==> src/design/urzc_pkg.sv <==
// Package for the ultrasonic range zone controller: phase and zone codes,
// register map, reset values and the constants of the distance conversion.
// No dependencies.
`timescale 1ns / 1ps

package urzc_pkg;

    // Measurement phases
    typedef enum logic [2:0] {
        PH_SETTLE  = 3'd0,
        PH_TRIG    = 3'd1,
        PH_WAIT    = 3'd2,
        PH_MEASURE = 3'd3,
        PH_IDLE    = 3'd4
    } phase_t;

    // Distance zones; ZONE_NONE marks "no measurement yet"
    typedef enum logic [1:0] {
        ZONE_WARN    = 2'd0,
        ZONE_CAUTION = 2'd1,
        ZONE_NORMAL  = 2'd2,
        ZONE_NONE    = 2'd3
    } zone_t;

    // Register indexes (byte address = 4 * index)
    localparam logic [2:0] REG_TRIG_WIDTH   = 3'd0;
    localparam logic [2:0] REG_ECHO_TIMEOUT = 3'd1;
    localparam logic [2:0] REG_PERIOD       = 3'd2;
    localparam logic [2:0] REG_WARN         = 3'd3;
    localparam logic [2:0] REG_CAUTION      = 3'd4;

    // Register reset values
    localparam logic [7:0]  TRIG_WIDTH_RST   = 8'd10;
    localparam logic [15:0] ECHO_TIMEOUT_RST = 16'd30000;
    localparam logic [15:0] PERIOD_RST       = 16'd60000;
    localparam logic [9:0]  WARN_RST         = 10'd5;
    localparam logic [9:0]  CAUTION_RST      = 10'd10;

    // Timing and conversion constants
    localparam logic [31:0] SETTLE_TICKS = 32'd2;
    localparam int unsigned CM_DIVISOR   = 58;
    localparam logic [9:0]  FAR_CM       = 10'd999;
    // Widths at or above this convert to more than 999 cm
    localparam logic [31:0] FAR_WIDTH    = 32'(CM_DIVISOR * 1000);
    // width / 58 == (width * RECIP_MULT) >> RECIP_SHIFT for width < FAR_WIDTH
    localparam int unsigned RECIP_SHIFT  = 22;
    localparam logic [16:0] RECIP_MULT   = 17'(((1 << RECIP_SHIFT) + CM_DIVISOR - 1) / CM_DIVISOR);

endpackage

==> src/design/ultrasonic_range_zone_controller.sv <==
// Top level of the ultrasonic range zone controller: tick stream in, one
// status beat out per tick, APB register port. Depends on urzc_pkg.
`timescale 1ns / 1ps

//  channel  | dir | handshake          | payload
//  ---------+-----+--------------------+---------------------------------------
//  s_*      | in  | s_tvalid/s_tready  | s_tdata[0] echo_level, one beat a tick
//  m_*      | out | m_tvalid/m_tready  | m_tdata status word, one beat per tick
//  APB      | in  | psel/penable/pready| five config registers at 4*index
//
//  The phase counter and the divide by 58 (one 16x17 multiply) sit between
//  the state registers and the output register.
//  The output register lets a new tick in whenever it is empty or being taken.
//  Reset is asynchronous and active low; it clears phase, counter, zone
//  history, output valid and loads the register reset values.
//  A stalled output holds its beat and stops input until it is taken.

module ultrasonic_range_zone_controller #(
    parameter int COUNTER_WIDTH = 16
) (
    input  logic        clk,
    input  logic        rst_n,
    // tick stream in
    input  logic        s_tvalid,
    output logic        s_tready,
    input  logic [7:0]  s_tdata,    // [0] echo_level, [7:1] zero
    // status stream out
    output logic        m_tvalid,
    input  logic        m_tready,
    output logic [15:0] m_tdata,    // [0] trigger_level, [1] result_valid,
                                    // [11:2] distance_cm, [13:12] zone,
                                    // [14] zone_changed, [15] no_echo
    // configuration
    input  logic        psel,
    input  logic        penable,
    input  logic        pwrite,
    input  logic [4:0]  paddr,
    input  logic [31:0] pwdata,
    output logic [31:0] prdata,
    output logic        pready
);

    localparam logic [COUNTER_WIDTH-1:0] CNT_MAX = '1;

    // Configuration registers
    logic [7:0]  trig_width_reg;
    logic [15:0] echo_timeout_reg;
    logic [15:0] period_reg;
    logic [9:0]  warn_reg;
    logic [9:0]  caution_reg;

    // Measurement state
    urzc_pkg::phase_t         phase_reg, phase_next;
    logic [COUNTER_WIDTH-1:0] cnt_reg, cnt_next;
    urzc_pkg::zone_t          last_zone_reg, last_zone_next;
    logic [9:0]               last_dist_reg, last_dist_next;

    // Output register
    logic        m_tvalid_reg;
    logic [15:0] m_tdata_reg, m_tdata_next;

    logic                     accept;
    logic                     echo;
    logic                     cfg_wr;
    logic [COUNTER_WIDTH-1:0] cnt_bump;
    logic                     bump_expired;
    logic                     one_expired;
    logic [7:0]               trig_eff;
    logic                     fin;
    logic                     fin_none;
    logic [COUNTER_WIDTH-1:0] fin_width;
    logic                     trig_out;
    logic [31:0]              width32;
    logic [32:0]              prod;
    logic [9:0]               quot;
    logic [9:0]               dist_cm;
    urzc_pkg::zone_t          zone_new;
    urzc_pkg::zone_t          zone_shown;

    assign pready   = 1'b1;
    assign cfg_wr   = psel & penable & pwrite & pready;
    assign s_tready = ~m_tvalid_reg | m_tready;
    assign accept   = s_tvalid & s_tready;
    assign echo     = s_tdata[0];
    assign m_tvalid = m_tvalid_reg;
    assign m_tdata  = m_tdata_reg;

    // Register writes
    always_ff @(posedge clk or negedge rst_n)
    begin
        if (!rst_n)
        begin
            trig_width_reg   <= urzc_pkg::TRIG_WIDTH_RST;
            echo_timeout_reg <= urzc_pkg::ECHO_TIMEOUT_RST;
            period_reg       <= urzc_pkg::PERIOD_RST;
            warn_reg         <= urzc_pkg::WARN_RST;
            caution_reg      <= urzc_pkg::CAUTION_RST;
        end
        else if (cfg_wr)
        begin
            case (paddr[4:2])
                urzc_pkg::REG_TRIG_WIDTH:   trig_width_reg   <= pwdata[7:0];
                urzc_pkg::REG_ECHO_TIMEOUT: echo_timeout_reg <= pwdata[15:0];
                urzc_pkg::REG_PERIOD:       period_reg       <= pwdata[15:0];
                urzc_pkg::REG_WARN:         warn_reg         <= pwdata[9:0];
                urzc_pkg::REG_CAUTION:      caution_reg      <= pwdata[9:0];
                default: ;
            endcase
        end
    end

    // Register reads
    always_comb
    begin
        case (paddr[4:2])
            urzc_pkg::REG_TRIG_WIDTH:   prdata = 32'(trig_width_reg);
            urzc_pkg::REG_ECHO_TIMEOUT: prdata = 32'(echo_timeout_reg);
            urzc_pkg::REG_PERIOD:       prdata = 32'(period_reg);
            urzc_pkg::REG_WARN:         prdata = 32'(warn_reg);
            urzc_pkg::REG_CAUTION:      prdata = 32'(caution_reg);
            default:                    prdata = '0;
        endcase
    end

    // Saturating tick count and timeout tests
    assign cnt_bump     = (cnt_reg == CNT_MAX) ? cnt_reg : cnt_reg + COUNTER_WIDTH'(1);
    assign bump_expired = (32'(cnt_bump) > 32'(echo_timeout_reg)) || (cnt_bump == CNT_MAX);
    assign one_expired  = (echo_timeout_reg == 16'd0);
    assign trig_eff     = (trig_width_reg == 8'd0) ? 8'd1 : trig_width_reg;

    // Phase sequencing: next state
    always_comb
    begin
        phase_next = phase_reg;
        cnt_next   = cnt_reg;
        fin        = 1'b0;
        fin_none   = 1'b0;
        fin_width  = cnt_reg;
        trig_out   = 1'b0;
        case (phase_reg)
            urzc_pkg::PH_SETTLE:
            begin
                if (32'(cnt_bump) >= urzc_pkg::SETTLE_TICKS)
                begin
                    phase_next = urzc_pkg::PH_TRIG;
                    cnt_next   = '0;
                end
                else
                begin
                    cnt_next = cnt_bump;
                end
            end
            urzc_pkg::PH_TRIG:
            begin
                trig_out = 1'b1;
                if (32'(cnt_bump) >= 32'(trig_eff))
                begin
                    phase_next = urzc_pkg::PH_WAIT;
                    cnt_next   = '0;
                end
                else
                begin
                    cnt_next = cnt_bump;
                end
            end
            urzc_pkg::PH_WAIT:
            begin
                if (echo)
                begin
                    // first high tick counts as width 1
                    phase_next = urzc_pkg::PH_MEASURE;
                    cnt_next   = COUNTER_WIDTH'(1);
                    fin        = one_expired;
                    fin_width  = COUNTER_WIDTH'(1);
                end
                else
                begin
                    cnt_next = cnt_bump;
                    fin      = bump_expired;
                    fin_none = 1'b1;
                end
            end
            urzc_pkg::PH_MEASURE:
            begin
                if (echo)
                begin
                    cnt_next  = cnt_bump;
                    fin       = bump_expired;
                    fin_width = cnt_bump;
                end
                else
                begin
                    fin = 1'b1;
                end
            end
            urzc_pkg::PH_IDLE:
            begin
                if (32'(cnt_bump) >= 32'(period_reg))
                begin
                    phase_next = urzc_pkg::PH_SETTLE;
                    cnt_next   = '0;
                end
                else
                begin
                    cnt_next = cnt_bump;
                end
            end
            default:
            begin
                phase_next = urzc_pkg::PH_SETTLE;
                cnt_next   = '0;
            end
        endcase
        if (fin)
        begin
            cnt_next   = '0;
            phase_next = (period_reg == 16'd0) ? urzc_pkg::PH_SETTLE : urzc_pkg::PH_IDLE;
        end
    end

    // Width to centimeters: reciprocal multiply; 999 for no echo, over 999 cm or under 1 cm
    assign width32 = 32'(fin_width);
    assign prod    = 33'(width32[15:0]) * 33'(urzc_pkg::RECIP_MULT);
    assign quot    = prod[urzc_pkg::RECIP_SHIFT +: 10];
    assign dist_cm = (fin_none || width32 >= urzc_pkg::FAR_WIDTH || quot == 10'd0)
                     ? urzc_pkg::FAR_CM : quot;

    // Zone of the new distance; warning test first
    always_comb
    begin
        if (dist_cm <= warn_reg)
            zone_new = urzc_pkg::ZONE_WARN;
        else if (dist_cm <= caution_reg)
            zone_new = urzc_pkg::ZONE_CAUTION;
        else
            zone_new = urzc_pkg::ZONE_NORMAL;
    end

    // Status word and zone history: outputs
    always_comb
    begin
        last_zone_next = last_zone_reg;
        last_dist_next = last_dist_reg;
        zone_shown     = (last_zone_reg == urzc_pkg::ZONE_NONE)
                         ? urzc_pkg::ZONE_NORMAL : last_zone_reg;
        m_tdata_next   = {1'b0, 1'b0, zone_shown, last_dist_reg, 1'b0, trig_out};
        if (fin)
        begin
            last_zone_next = zone_new;
            last_dist_next = dist_cm;
            m_tdata_next   = {fin_none, (zone_new != last_zone_reg), zone_new, dist_cm,
                              1'b1, trig_out};
        end
    end

    // State update, one tick per accepted beat
    always_ff @(posedge clk or negedge rst_n)
    begin
        if (!rst_n)
        begin
            phase_reg     <= urzc_pkg::PH_SETTLE;
            cnt_reg       <= '0;
            last_zone_reg <= urzc_pkg::ZONE_NONE;
            last_dist_reg <= '0;
        end
        else if (accept)
        begin
            phase_reg     <= phase_next;
            cnt_reg       <= cnt_next;
            last_zone_reg <= last_zone_next;
            last_dist_reg <= last_dist_next;
        end
    end

    // Output register
    always_ff @(posedge clk or negedge rst_n)
    begin
        if (!rst_n)
            m_tvalid_reg <= 1'b0;
        else if (accept)
            m_tvalid_reg <= 1'b1;
        else if (m_tready)
            m_tvalid_reg <= 1'b0;
    end

    always_ff @(posedge clk)
    begin
        if (accept)
            m_tdata_reg <= m_tdata_next;
    end

endmodule

==> config.mk <==
export PLATFORM = sky130hd
export DESIGN_NAME = ultrasonic_range_zone_controller
export DESIGN_NICKNAME = d
export VERILOG_FILES = /design/src/design/urzc_pkg.sv /design/src/design/ultrasonic_range_zone_controller.sv
export SDC_FILE = /design/constraint.sdc
export NUM_CORES = 1
export LEC_CHECK = 0
export BUFFER_PORTS_ARGS = -buffer_cell sky130_fd_sc_hd__clkbuf_2
export CAP_MARGIN = 20
export CORE_AREA = 3 3 152 154
export CTS_BUF_LIST = sky130_fd_sc_hd__clkbuf_8
export DETAILED_ROUTE_END_ITERATION = 8
export DIE_AREA = 0 0 155 157
export PLACE_DENSITY = 0.75
export SLEW_MARGIN = 25
export SYNTH_ARGS = -nofsm -noshare
export SYNTH_HDL_FRONTEND = slang
export SYNTH_SLANG_ARGS = --single-unit
==> constraint.sdc <==
create_clock -name clk -period 19.04 [get_ports clk]
set_input_delay 0.952 -clock clk [delete_from_list [all_inputs] [get_ports clk]]
set_output_delay 0.952 -clock clk [all_outputs]
set_load 0.005 [all_outputs]
[Yosys cells after proc, flatten, opt, wreduce, memory -nomap -nowiden]
Index checks and enable logic that the tools add are counted.
Storage, ports and cells
  register bits after elaboration: 108
  bits of input ports: 52
  output and inout port bits: 51
  logic and storage cells: 92
Operators by class
  add/subtract/negate cells: 1
  $mul: 1
  $lt $le $gt $ge: 7
  eq/ne operators: 17
  mux-type cells: 32
  bitwise logic cells: 5
  reductions and logical operators: 17
Operator list (count)
  $pmux 16 s5: 2
  $mux 16: 8
  $eq 16x16->1 const B: 2
  $logic_not 16->1: 2
  $pmux 16 s2: 1
  $mul 16x15->30 const B: 1
  $le 10x10->1: 2
  $mux 3: 6
  $add 16x1->16 const B: 1
  $ge 16x16->1: 1
  $ge 16x16->1 const B: 1
  $ge 16x2->1 const B: 1
  $ge 16x8->1: 1
  $gt 16x16->1: 1
  $pmux 3 s5: 1
  $mux 14: 1
  $eq 3x2->1 const B: 4
  $ne 3x3->1 const B: 4
  $reduce_and 2->1: 6
  $logic_not 10->1: 1
  $mux 10: 1
  $logic_not 8->1: 1
  $mux 8: 1
  $mux 1: 7
  14 further kinds: 23

[Longest topological paths before layout]
  depth after elaboration: 12
  depth in mapped cells: 43
  depth with buffers taken out: 43

[Least setup slack after synthesis]
OpenSTA, ideal clock, no wires.
  path type: register to register
  start: register cnt_reg[1]
  end: register m_tdata_reg[14] (netlist: m_tdata[14]) (data pin)
  setup time: 0.258 ns
  arrival: 9.344 ns
  slack: 9.438 ns
  stages on the path, launching flop included: 37
  cell sequence: dfrtp_1 ha_1 nand3_2 nor4_4 clkbuf_1 nor3_1 xnor2_1 o21ai_0 inv_1 fa_1 fa_1 inv_1 fa_1 fa_1 fa_1 inv_1 fa_1 inv_1 ha_1 a21oi_1 o21ai_0 a211o_1 a31oi_1 xnor2_1 nor2_1 nand3_1 nor4b_1 nand3_1 nand3_1 ha_1 and4_1 nand4_1 mux2i_1 a211o_1 or4_1 a2bb2oi_1 o221a_1
On the way
  cells in the longest elaborated chain, start to end: 12
Ends and longest elaborated chain
  start, declared: line ultrasonic_range_zone_controller.sv:54  | logic [COUNTER_WIDTH-1:0] cnt_reg, cnt_next;
  start signal, assigned: line ultrasonic_range_zone_controller.sv:269  | cnt_reg <= cnt_next;
  $add 16x1->16 or $eq 16x16->1 (tied branches): line ultrasonic_range_zone_controller.sv:126  | assign cnt_bump = (cnt_reg == CNT_MAX) ? cnt_reg : cnt_reg + COUNTER_WIDTH'(1);
  $mux 16: line ultrasonic_range_zone_controller.sv:126
  $mux 16
  $pmux 16 s2 (*): line ultrasonic_range_zone_controller.sv:140  | case (phase_reg)
  $mul 16x15->30 or $ge 16x16->1 (tied branches): line ultrasonic_range_zone_controller.sv:223, ultrasonic_range_zone_controller.sv:225
  $logic_not 10->1 or $logic_or 1x1->1 (tied branches): line ultrasonic_range_zone_controller.sv:225  | assign dist_cm = (fin_none || width32 >= urzc_pkg::FAR_WIDTH || quot == 10'd0)
  $logic_or 1x1->1: line ultrasonic_range_zone_controller.sv:225
  $mux 10 (*): line ultrasonic_range_zone_controller.sv:226  | ? urzc_pkg::FAR_CM : quot;
  net dist_cm[7]: line ultrasonic_range_zone_controller.sv:76  | logic [9:0] dist_cm;
  $le 10x10->1: line ultrasonic_range_zone_controller.sv:233  | else if (dist_cm <= caution_reg)
  $mux 2: line ultrasonic_range_zone_controller.sv:233
  $mux 2 (*): line ultrasonic_range_zone_controller.sv:231  | if (dist_cm <= warn_reg)
  $ne 2x2->1 (*): line ultrasonic_range_zone_controller.sv:251  | m_tdata_next = {fin_none, (zone_new != last_zone_reg), zone_new, dist_cm,
  end signal, assigned: line ultrasonic_range_zone_controller.sv:289  | m_tdata_reg <= m_tdata_next;
  end, declared: line ultrasonic_range_zone_controller.sv:60  | logic [15:0] m_tdata_reg, m_tdata_next;
The timed path passes the listed nets; every way through them passes the cells marked *.
A chain may end at the register's enable or synchronous reset.

[Worst setup path in the final report]
  start: register cnt_reg[0]
  end: register m_tdata_reg[14] (netlist: m_tdata[14]) (data pin)
Same word-level chain as after synthesis.

==> reports/metrics.cfg <==
[status]
status = finished, final reports clean

[routing]
vias = 9903
drcViolationCount = 0
routedWlPerCell_um = 18.18
first_pass_iters = 6
drt_iter0_drc = 722
drt-total-wl_um = 30700
via_per_inst = 5.863
antenna_left = 0

[clock_network]
postCtsHoldBufs = 0
cts_max_path_buffers = 2
path_clk_slew_ns = 0.11
cts-resized-gates = 0
tritoncts = done
cts_setup_buffers = 0
cts_buffers = 9
ctsRootBufferMaster = clkbuf_8
insertion_delay_ns = 0.39
cts_max_level = 3
clock-sinks = 108

[finish]
diodes = 0
drive_gt1_share_pct = 12.21
fin_cells = 1689
area_growth_pct = 5.814
final_area_um2 = 12930
nets = 1712

[place]
place.gp.congestion = 0.9513
portBuffers = 60
place_inst = 1673
dpl_worst_slack_ns = 8.044
post_dp_cell_area_um2 = 12730
dpl.hpwl_um = 25450

[global_routing]
overflow = 0
grt_max_degree = 71
grt_pass1_vias = 9877
antenna_found_initial = 0
grt_usage_pct = 25.66
grt_pass1_wl_um = 50110

[critical_path]
path_common_cell = inv_1
slowest_delay_ns = 0.59
path_class = reg2reg
worstSetupStartpointType = register
setup.worst_path.end_class = register
cp_max_fo = 12
arrival_ns = 11.20
cp_slowest_cell = dfrtp_1
cp.required_ns = 19.19

[die]
die_width_um = 155
die_h_um = 157
dieArea_um2 = 24340
pin_count = 103
core_um2 = 21820
initial_core_util_pct = 56.01
std_cell_rows = 54

[yosys]
synth_area_leader_cell = ha_1
synth_cell_type_count = 84
seq_area_frac_synth_pct = 22.99
yosysTopAreaCellShare_pct = 18.01
synthTopCellsByCount = 244 x inv_1, 176 x ha_1, 101 x nand2_1, 84 x o21ai_0, 80 x fa_1
synth.most_common_cell = inv_1
syn_avg_cell_area_um2 = 8.969
syn_area_um2 = 12220
ys_ff_latch = 108
synth_edf_count = 16
synthTopCellsByArea = ha_1 18%, dfrtp_1 14%, fa_1 13%, inv_1 7.5%, dfstp_2 4.7%
ys.flop_type = dfrtp_1
async_reset_ff_share_pct = 85.19
yosysWarnings = 0
synth_cells = 1363

[sta]
max_slew_margin_pct = 40.00
setup_slack_ns = 7.984
period_minus_slack_ns = 11.06
fmax_ghz = 0.09045
period_share_pct = 58.07
tns_ns = 0
hold_ws_ns = 0.4363
setup_viol_count_final = 0
fin_skew_ns = 0.02007
slew_violations = 0
hold_violations = 0
rsz0062_at_grt = no
tightest_slew_ns = 0.9001

[pwr]
p_leak_uw = 0.006721
ir_drop_v = 0.00005285
p_per_area_nw_per_um2 = 70.08

[run]
cap_violations = 0

[hold_path]
hold_path.class = in2async

cells in the final DEF, fill, tap and decap left out, types with 17 or more instances in the layout:
| cell | count |
|---|---|
| nand2_1 | 101 |
| mux2i_1 | 22 |
| dfstp_2 | 22 |
| ha_1 | 176 |
| clkbuf_2 | 59 |
| fa_1 | 80 |
| nand4_1 | 19 |
| o22ai_1 | 17 |
| nor3_1 | 20 |
| o21ai_0 | 84 |
| dfrtp_1 | 70 |
| inv_1 | 245 |
| nor2_1 | 64 |
| nand3_1 | 20 |
| mux2_2 | 40 |
| a21oi_1 | 61 |
| conb_1 | 17 |
| xnor2_1 | 20 |
| nor4_1 | 17 |
| a21o_1 | 18 |
routing by layer:
metal / up-vias / track usage (%) / wire [um]
li1: 4721 / - / -
met1: 4824 / 33.81 / 13110
met2: 299 / 44.38 / 14860
met3: 59 / 2.475 / 1798
met4: 0 / 9.041 / 927
met5: - / 0 / 0
power by group:
group	leakage, uW	total, uW	internal, uW	switching (uW)
sequential	0.00124	349	297	51.7
combinational	0.00539	413	171	241
clock	0.0000952	145	61.8	83.2
logic make-up (layout without fill, tap and decap cells):
family                     count (synthesis)  count (layout)  share of synthesized area [%]
buffers and inverters                    300             331                          9.867
and+or+nand+nor                          321             321                          13.29
AOI/OAI and AO/OA                        280             280                          14.62
muxes                                     63              63                          5.578
adders and majority gates                257             257                          31.20
xor gates and xnor gates                  32              32                          2.405
other                                      2              17                        0.06144
DFF                                      108             108                          22.99
critical path: cells and delay by family, from the launching register on:
kind,cells,cell delay (ns)
fa+ha+maj,9,3.91
compound gates,11,3.11
simple gates,12,2.63
flops,1,0.59
buf+inv,6,0.31
xor+xnor,1,0.17
mux,1,0.07
path summary, 6_finish.rpt:
path	startpoint	endpoint	slack [ns]	depth (start not counted)
setup reg to reg	cnt_reg[0]	m_tdata[14]	7.98	40
hold reg to reg	last_zone_reg[0]	last_zone_reg[0]	0.49	2
setup / recovery	cnt_reg[0]	m_tdata[14]	7.98	40
hold / removal	rst_n	period_reg[12]	0.44	1
max in group asynchronous	rst_n	trig_width_reg[4]	17.41	2
min in group clk	last_zone_reg[0]	last_zone_reg[0]	0.49	2
through the flow:
stage | power [uW] | utilization, %
after global routing | 985.7 | 59.27
after global placement | 744.8 | 58.34
after CTS | 908.5 | 59.26
after detailed placement | 760.3 | 58.34
after floorplan | 642.9 | -
final | 906.4 | 59.27
cell type report:
cell class / count / area (um^2)
inverter: 245 / 919.6
clock inverter: 7 / 76.32
sequential: 108 / 2810
tap: 280 / 350.3
timing repair buffer: 70 / 377.9
fill: 1896 / 8889
multi-input combinational: 970 / 8277
clock buffer: 9 / 123.9
(Power assumes the default switching activity.)
